==> src/rtl/lmp_pkg.sv <==
`default_nettype none
package lmp_pkg;

	localparam int LAYERS_DEFAULT = 256;
	localparam int LAYER_W        = 8;
	localparam int TOTAL_W        = 9;
	localparam int MEMBER_W       = 8;
	localparam int GEN_W          = 32;

	localparam logic [1:0] MODE_FIRST    = 2'd0;
	localparam logic [1:0] MODE_SEQ      = 2'd1;
	localparam logic [1:0] MODE_RANDOM   = 2'd2;
	localparam logic [1:0] MODE_RAND_SEQ = 2'd3;

	localparam logic FUNC_PICK  = 1'b0;
	localparam logic FUNC_CLEAR = 1'b1;

	typedef struct packed {
		logic [MEMBER_W-1:0] cursor;
		logic [MEMBER_W-1:0] anchor;
		logic                cycling;
	} entry_t;

endpackage
`default_nettype wire

==> src/rtl/layered_member_picker_top.sv <==
// channel | direction | handshake             | beat
// in      | in        | in_valid / in_stall   | func, layer, member_total, pick_mode
// out     | out       | out_valid / out_stall | member_index, no_pick
// cfg     | in        | cfg_valid / cfg_ready | rng_seed
//
// One request at a time: the layer table read is registered, and the next
// request waits until this one's write-back is done.
// A result is registered; a new request is taken while it waits on out_stall.
// Reset clears the valid bits, the generator and the handshake state at once;
// no clearing pass.
// cfg_ready is always high.
`default_nettype none
module layered_member_picker_top #(
	parameter int LAYERS = lmp_pkg::LAYERS_DEFAULT
) (
	input  wire logic                         clk,
	input  wire logic                         arst_n,
	input  wire logic                         in_valid,
	output logic                              in_stall,
	input  wire logic                         func,
	input  wire logic [lmp_pkg::LAYER_W-1:0]  layer,
	input  wire logic [lmp_pkg::TOTAL_W-1:0]  member_total,
	input  wire logic [1:0]                   pick_mode,
	output logic                              out_valid,
	input  wire logic                         out_stall,
	output logic [lmp_pkg::MEMBER_W-1:0]      member_index,
	output logic                              no_pick,
	input  wire logic                         cfg_valid,
	output logic                              cfg_ready,
	input  wire logic [lmp_pkg::GEN_W-1:0]    rng_seed
);
	import lmp_pkg::*;

	localparam int KEYS  = 2 ** LAYER_W;
	localparam int DEPTH = (LAYERS < KEYS) ? LAYERS : KEYS;
	localparam int AW    = (DEPTH > 1) ? $clog2(DEPTH) : 1;

	logic [AW-1:0] slot_lut [KEYS];
	for (genvar i = 0; i < KEYS; i++) begin : g_slot
		assign slot_lut[i] = AW'(i % LAYERS);
	end

	entry_t mem [DEPTH];
	entry_t rd_q;
	logic [DEPTH-1:0] valid_q;
	logic [GEN_W-1:0] gen_q;

	logic                s1_valid_q;
	logic                func_s1;
	logic [AW-1:0]       slot_s1;
	logic [TOTAL_W-1:0]  total_s1;
	logic [1:0]          mode_s1;

	logic                out_valid_q;
	logic [MEMBER_W-1:0] member_index_q;
	logic                no_pick_q;

	logic accept, done;
	assign accept    = in_valid && !in_stall;
	assign in_stall  = s1_valid_q;
	assign done      = s1_valid_q && (!out_valid_q || !out_stall);
	assign cfg_ready = 1'b1;

	// request evaluation
	logic [TOTAL_W-1:0]  cnt;
	logic                zero;
	entry_t              cur_e, wr_e;
	logic [GEN_W-1:0]    sum, gen_nxt;
	logic [16:0]         prod;
	logic [MEMBER_W-1:0] draw, cur, nxt, pick;
	logic [TOTAL_W-1:0]  inc;
	logic                use_gen, wr_en;

	always_comb begin
		cnt     = (total_s1 > TOTAL_W'(256)) ? TOTAL_W'(256) : total_s1;
		zero    = (total_s1 == '0);
		cur_e   = valid_q[slot_s1] ? rd_q : '0;
		sum     = gen_q + {gen_q[GEN_W-12:0], gen_q[GEN_W-1:GEN_W-11]};
		gen_nxt = {sum[GEN_W-4:0], sum[GEN_W-1:GEN_W-3]};
		prod    = 17'(cnt) * 17'(gen_nxt[7:0]);
		draw    = prod[15:8];
		cur     = ({1'b0, cur_e.cursor} >= cnt) ? '0 : cur_e.cursor;
		inc     = {1'b0, cur} + TOTAL_W'(1);
		nxt     = (inc >= cnt) ? '0 : inc[MEMBER_W-1:0];
		wr_e    = cur_e;
		use_gen = 1'b0;
		wr_en   = 1'b0;
		pick    = '0;
		if (func_s1 == FUNC_PICK && !zero) begin
			unique case (mode_s1)
				MODE_FIRST: pick = '0;
				MODE_RANDOM: begin
					pick    = draw;
					use_gen = 1'b1;
				end
				MODE_SEQ, MODE_RAND_SEQ: begin
					wr_en = 1'b1;
					if (mode_s1 == MODE_RAND_SEQ && !cur_e.cycling) begin
						pick         = draw;
						use_gen      = 1'b1;
						wr_e.anchor  = draw;
						wr_e.cursor  = draw;
						wr_e.cycling = 1'b1;
					end else begin
						pick        = cur;
						wr_e.cursor = nxt;
						if (mode_s1 == MODE_RAND_SEQ && nxt == cur_e.anchor)
							wr_e.cycling = 1'b0;
					end
				end
				default: pick = '0;
			endcase
		end
	end

	always_ff @(posedge clk) begin
		if (accept)
			rd_q <= mem[slot_lut[layer]];
		if (done && wr_en)
			mem[slot_s1] <= wr_e;
	end

	always_ff @(posedge clk or negedge arst_n) begin
		if (!arst_n) begin
			s1_valid_q  <= 1'b0;
			out_valid_q <= 1'b0;
			valid_q     <= '0;
			gen_q       <= '0;
		end else begin
			if (accept)
				s1_valid_q <= 1'b1;
			else if (done)
				s1_valid_q <= 1'b0;
			if (done)
				out_valid_q <= 1'b1;
			else if (!out_stall)
				out_valid_q <= 1'b0;
			if (cfg_valid && cfg_ready)
				gen_q <= rng_seed;
			else if (done && use_gen)
				gen_q <= gen_nxt;
			if (done && func_s1 == FUNC_CLEAR)
				valid_q <= '0;
			else if (done && wr_en)
				valid_q[slot_s1] <= 1'b1;
		end
	end

	always_ff @(posedge clk) begin
		if (accept) begin
			func_s1  <= func;
			slot_s1  <= slot_lut[layer];
			total_s1 <= member_total;
			mode_s1  <= pick_mode;
		end
		if (done) begin
			member_index_q <= pick;
			no_pick_q      <= (func_s1 == FUNC_CLEAR) || zero;
		end
	end

	assign out_valid    = out_valid_q;
	assign member_index = member_index_q;
	assign no_pick      = no_pick_q;

endmodule
`default_nettype wire

==> config.mk <==
export PLATFORM = sky130hd
export DESIGN_NAME = layered_member_picker_top
export DESIGN_NICKNAME = d
export VERILOG_FILES = /design/src/rtl/lmp_pkg.sv /design/src/rtl/layered_member_picker_top.sv
export SDC_FILE = /design/constraint.sdc
export NUM_CORES = 2
export LEC_CHECK = 0
export BUFFER_PORTS_ARGS = -buffer_cell sky130_fd_sc_hd__clkbuf_2
export CORE_ASPECT_RATIO = 0.9
export CORE_MARGIN = 4
export CORE_UTILIZATION = 55
export DETAILED_ROUTE_END_ITERATION = 8
export PLACE_DENSITY = 0.74
export SYNTH_ARGS = -nofsm -noshare
export SYNTH_HDL_FRONTEND = slang
export SYNTH_MEMORY_MAX_BITS = 65536
export SYNTH_SLANG_ARGS = --single-unit
==> constraint.sdc <==
create_clock -name clk -period 32.2 [get_ports clk]
set_clock_uncertainty 0.05 [all_clocks]
set_input_delay 6.44 -clock clk [delete_from_list [all_inputs] [get_ports clk]]
set_output_delay 6.44 -clock clk [all_outputs]
set_load 0.03 [all_outputs]
==> summary.txt <==
Run status
  • Status: finished clean

Yosys
  • Warning count from the yosys run: 0
  • Register area share after synthesis: 75.5%
  • Syn Inst Count: 8299
  • Post-synth EDFFs: 4398
  • Synthesized area: 0.184 mm²
  • Syn nets: 8478
  • Synth async-reset ratio: 6.19%
  • Most common flop cell mapped by yosys: edfxtp_1
  • Synth cell types: 75
  • Avg Cell Area, Syn: 22.2 µm²
  • Synth Register Bits: 4688

Clocking
  • H-tree Lvls: 5
  • Clock latency on the worst-skew pair: 1.02 ns
  • CTS max path bufs: 4
  • Clk slew on worst S/H paths: 0.06 ns
  • Clock tree sinks: 4688
  • CTS resizes: 0
  • CTS tree: built
  • Cts bufs inserted: 438
  • Cts hold-fix bufs: 0
  • Post-CTS Setup Inserts: 0
  • Clock Tree Root: clkbuf_16

Power
  • LEAKAGE: 67.1 nW
  • Power Density: 70.3 mW/mm²
  • Maximum vdd drop: 0.0000690 V

Critical path
  • Worst path slowest cell: buf_4
  • R2R Path Start: slot_s1[0]
  • Critical Path AT: 13.73 ns
  • Crit-path max cell delay: 0.86 ns
  • Setup Crit Path Kind: in -> reg
  • CP delay by family, top: buffers and inverters
  • Crit path cell chain: buf_12 -> buf_4 -> buf_4 -> buf_4 -> buf_12 -> buf_4 -> mux4_2 -> mux4_2 -> mux4_2 -> mux4_2
  • CP startpoint: layer[0]
  • Setup crit end kind: flop
  • CP Max Fanout: 110
  • Req. time, crit path: 32.85 ns
  • Crit path buf inv count: 6
  • CP Launch Type: input pin

Die
  • Die Y: 557 µm
  • Placeable Area: 0.333 mm²
  • Starting Density: 55.3%
  • Io pins: 69
  • Die Footprint: 0.345 mm²
  • Num rows: 201
  • Horiz. Die Dim: 618 µm

STA
  • RSZ-0062 raised after global routing: false
  • Worst setup margin: 19.12 ns
  • Max frequency: 76.4 MHz
  • Final setup fails: 0
  • Setup TNS: 0 ns
  • Fin. max-slew vios: 0
  • Final hold slack: 0.445 ns
  • Final worst-path cycle share: 40.6%
  • Worst Max-Slew Pin Slew: 1.47 ns
  • Max_slew headroom: 1.94%
  • Final Hold Viols: 0
  • Clock period minus worst slack: 13.08 ns

Finish
  • NumNets Final: 8847
  • Area delta synth->final: 11.9%
  • Core Util, Final: 61.9%
  • Share of post-route cells with drive strength above 1: 29.8%

Drt
  • Drt total wl: 495000 µm
  • WL/cell: 36.7 µm
  • First-pass detailed-route iteration total: 7
  • # DRC: 0
  • Via density: 6.82
  • Drt initial violations: 15100
  • Vias: 92100
  • ANT nets after route: 0

Place
  • Post-DP HPWL: 268000 µm
  • Placer congestion estimate: 0.871
  • Port buffer count: 67
  • Post-place setup slack: 17.84 ns

GRT
  • Global-route usage over all layers: 29.0%
  • GRT Residual Overflow: 0
  • First-pass GRT wire length: 707000 µm
  • Vias in the first global route: 93600
  • Initial antenna violation count: 31
  • Largest net degree at the start of global routing: 209

Hold path
  • Min-Delay Startpoint: valid_q[30]
  • HP Class: reg -> reg

Flow run
  • Max-capacitance violation count: 0
[sequential cells by signal (all words and copies together) (netlist names)]
register      count
mem            4352
valid_q         256
gen_q            32
rd_q             17
total_s1          9
member_index      8
slot_s1           8
mode_s1           2
func_s1           1
in_stall          1
no_pick           1
out_valid         1
[metal layers]
metal  vias to the layer above  global-route usage [%]  routed length [µm]
li1                      35400                       -                   -
met1                     48500                    39.8              171000
met2                      6917                    44.0              231000
met3                      1299                    8.17               66400
met4                        14                    13.1               27100
met5                         -                       0                  93
[placed cells by master, fill, tap and decap left out, types with 45 or more instances in the layout]
| master | netlist | layout |
|---|---|---|
| clkbuf_2 | 0 | 60 |
| bufinv_16 | 0 | 47 |
| clkinv_2 | 0 | 78 |
| buf_4 | 3 | 299 |
| edfxtp_1 | 4398 | 4398 |
| clkinv_1 | 0 | 99 |
| nor2_1 | 763 | 598 |
| inv_1 | 73 | 73 |
| ha_1 | 81 | 81 |
| a21oi_1 | 46 | 45 |
| nor2_4 | 0 | 88 |
| nor2_2 | 0 | 77 |
| dfrtp_1 | 290 | 290 |
| mux4_2 | 1498 | 1498 |
| clkbuf_1 | 279 | 85 |
| nand2_1 | 150 | 147 |
| clkbuf_16 | 0 | 444 |
| mux2i_1 | 57 | 57 |
[kinds of logic (layout without fill, tap and decap cells)]
logic type      Yosys count  count (layout)  share of synthesized area [%]
compound gates          292             292                           1.11
flops                  4688            4688                           75.5
fa+ha+maj               122             122                          0.995
xor+xnor                 49              49                          0.233
other cells               1              16                        0.00203
simple gates           1075            1075                           2.38
mux                    1556            1556                           18.6
buf+inv                 516            1246                           1.13
[cell type report]
| type | instances | area (µm²) |
|---|---|---|
| sequential | 4688 | 139000 |
| fill | 21600 | 127000 |
| multi-input combinational | 3095 | 44100 |
| clock buffer | 534 | 11500 |
| tap | 4466 | 5590 |
| timing repair buffer | 372 | 2780 |
| clock inverter | 267 | 2700 |
| inverter | 73 | 274 |
| antenna | 15 | 37.5 |
[synth_stat cells, types with 10 or more instances]
library cell | n | area (µm²)
inv_1 | 73 | 274
and3_1 | 12 | 75.1
nor2b_1 | 24 | 150
dfrtp_1 | 290 | 7260
nor2_1 | 763 | 2860
a22o_1 | 16 | 140
o22ai_1 | 10 | 62.6
fa_1 | 41 | 821
a2bb2oi_1 | 30 | 263
xor2_1 | 10 | 87.6
o21ai_0 | 38 | 190
nand4_1 | 12 | 75.1
a22oi_1 | 13 | 97.6
xnor2_1 | 39 | 342
a31oi_1 | 10 | 62.6
buf_1 | 68 | 255
ha_1 | 81 | 1010
nor3_1 | 11 | 55.1
a21oi_1 | 46 | 230
edfxtp_1 | 4398 | 132000
a21o_1 | 26 | 195
o21ai_1 | 31 | 155
and2_1 | 28 | 175
clkbuf_1 | 279 | 1050
mux2i_1 | 57 | 571
mux4_2 | 1498 | 33700
nand2_1 | 150 | 563
buf_2 | 91 | 455
nand3_1 | 43 | 215
[power by group]
group / leakage [nW] / internal (mW) / switching, mW
Sequential: 44.3 / 7.37 / 0.0464
Clock: 6.92 / 2.92 / 2.26
Combinational: 15.9 / 0.479 / 1.44
Total: 67.1 / 10.8 / 3.74
[worst min-delay path: cells and delay by family, from the launching register on]
| kind | cells | cell delay, ns |
|---|---|---|
| flip-flops | 1 | 0.34 |
| AND/OR/NAND/NOR | 2 | 0.12 |
[per-stage QoR]
stage	power, mW	instances	area [µm²]
floorplan	8.98	8299	184000
global placement	9.31	12700	192000
detailed placement	9.41	12700	192000
CTS	14.5	13500	206000
global route	15.0	13500	206000
finish	14.5	13500	206000
[final timing paths]
kind                       depth (start not counted)  slack [ns]           end
min in group asynchronous                          1        5.46     out_valid
min                                                2        0.44   valid_q[30]
max in group asynchronous                          3       24.35  valid_q[255]
max                                               10       19.12      rd_q[10]
min reg2reg                                        2        0.44   valid_q[30]
max reg2reg                                       31       19.14  mem[224][13]
No activity file was read; power rests on OpenSTA's default activity.
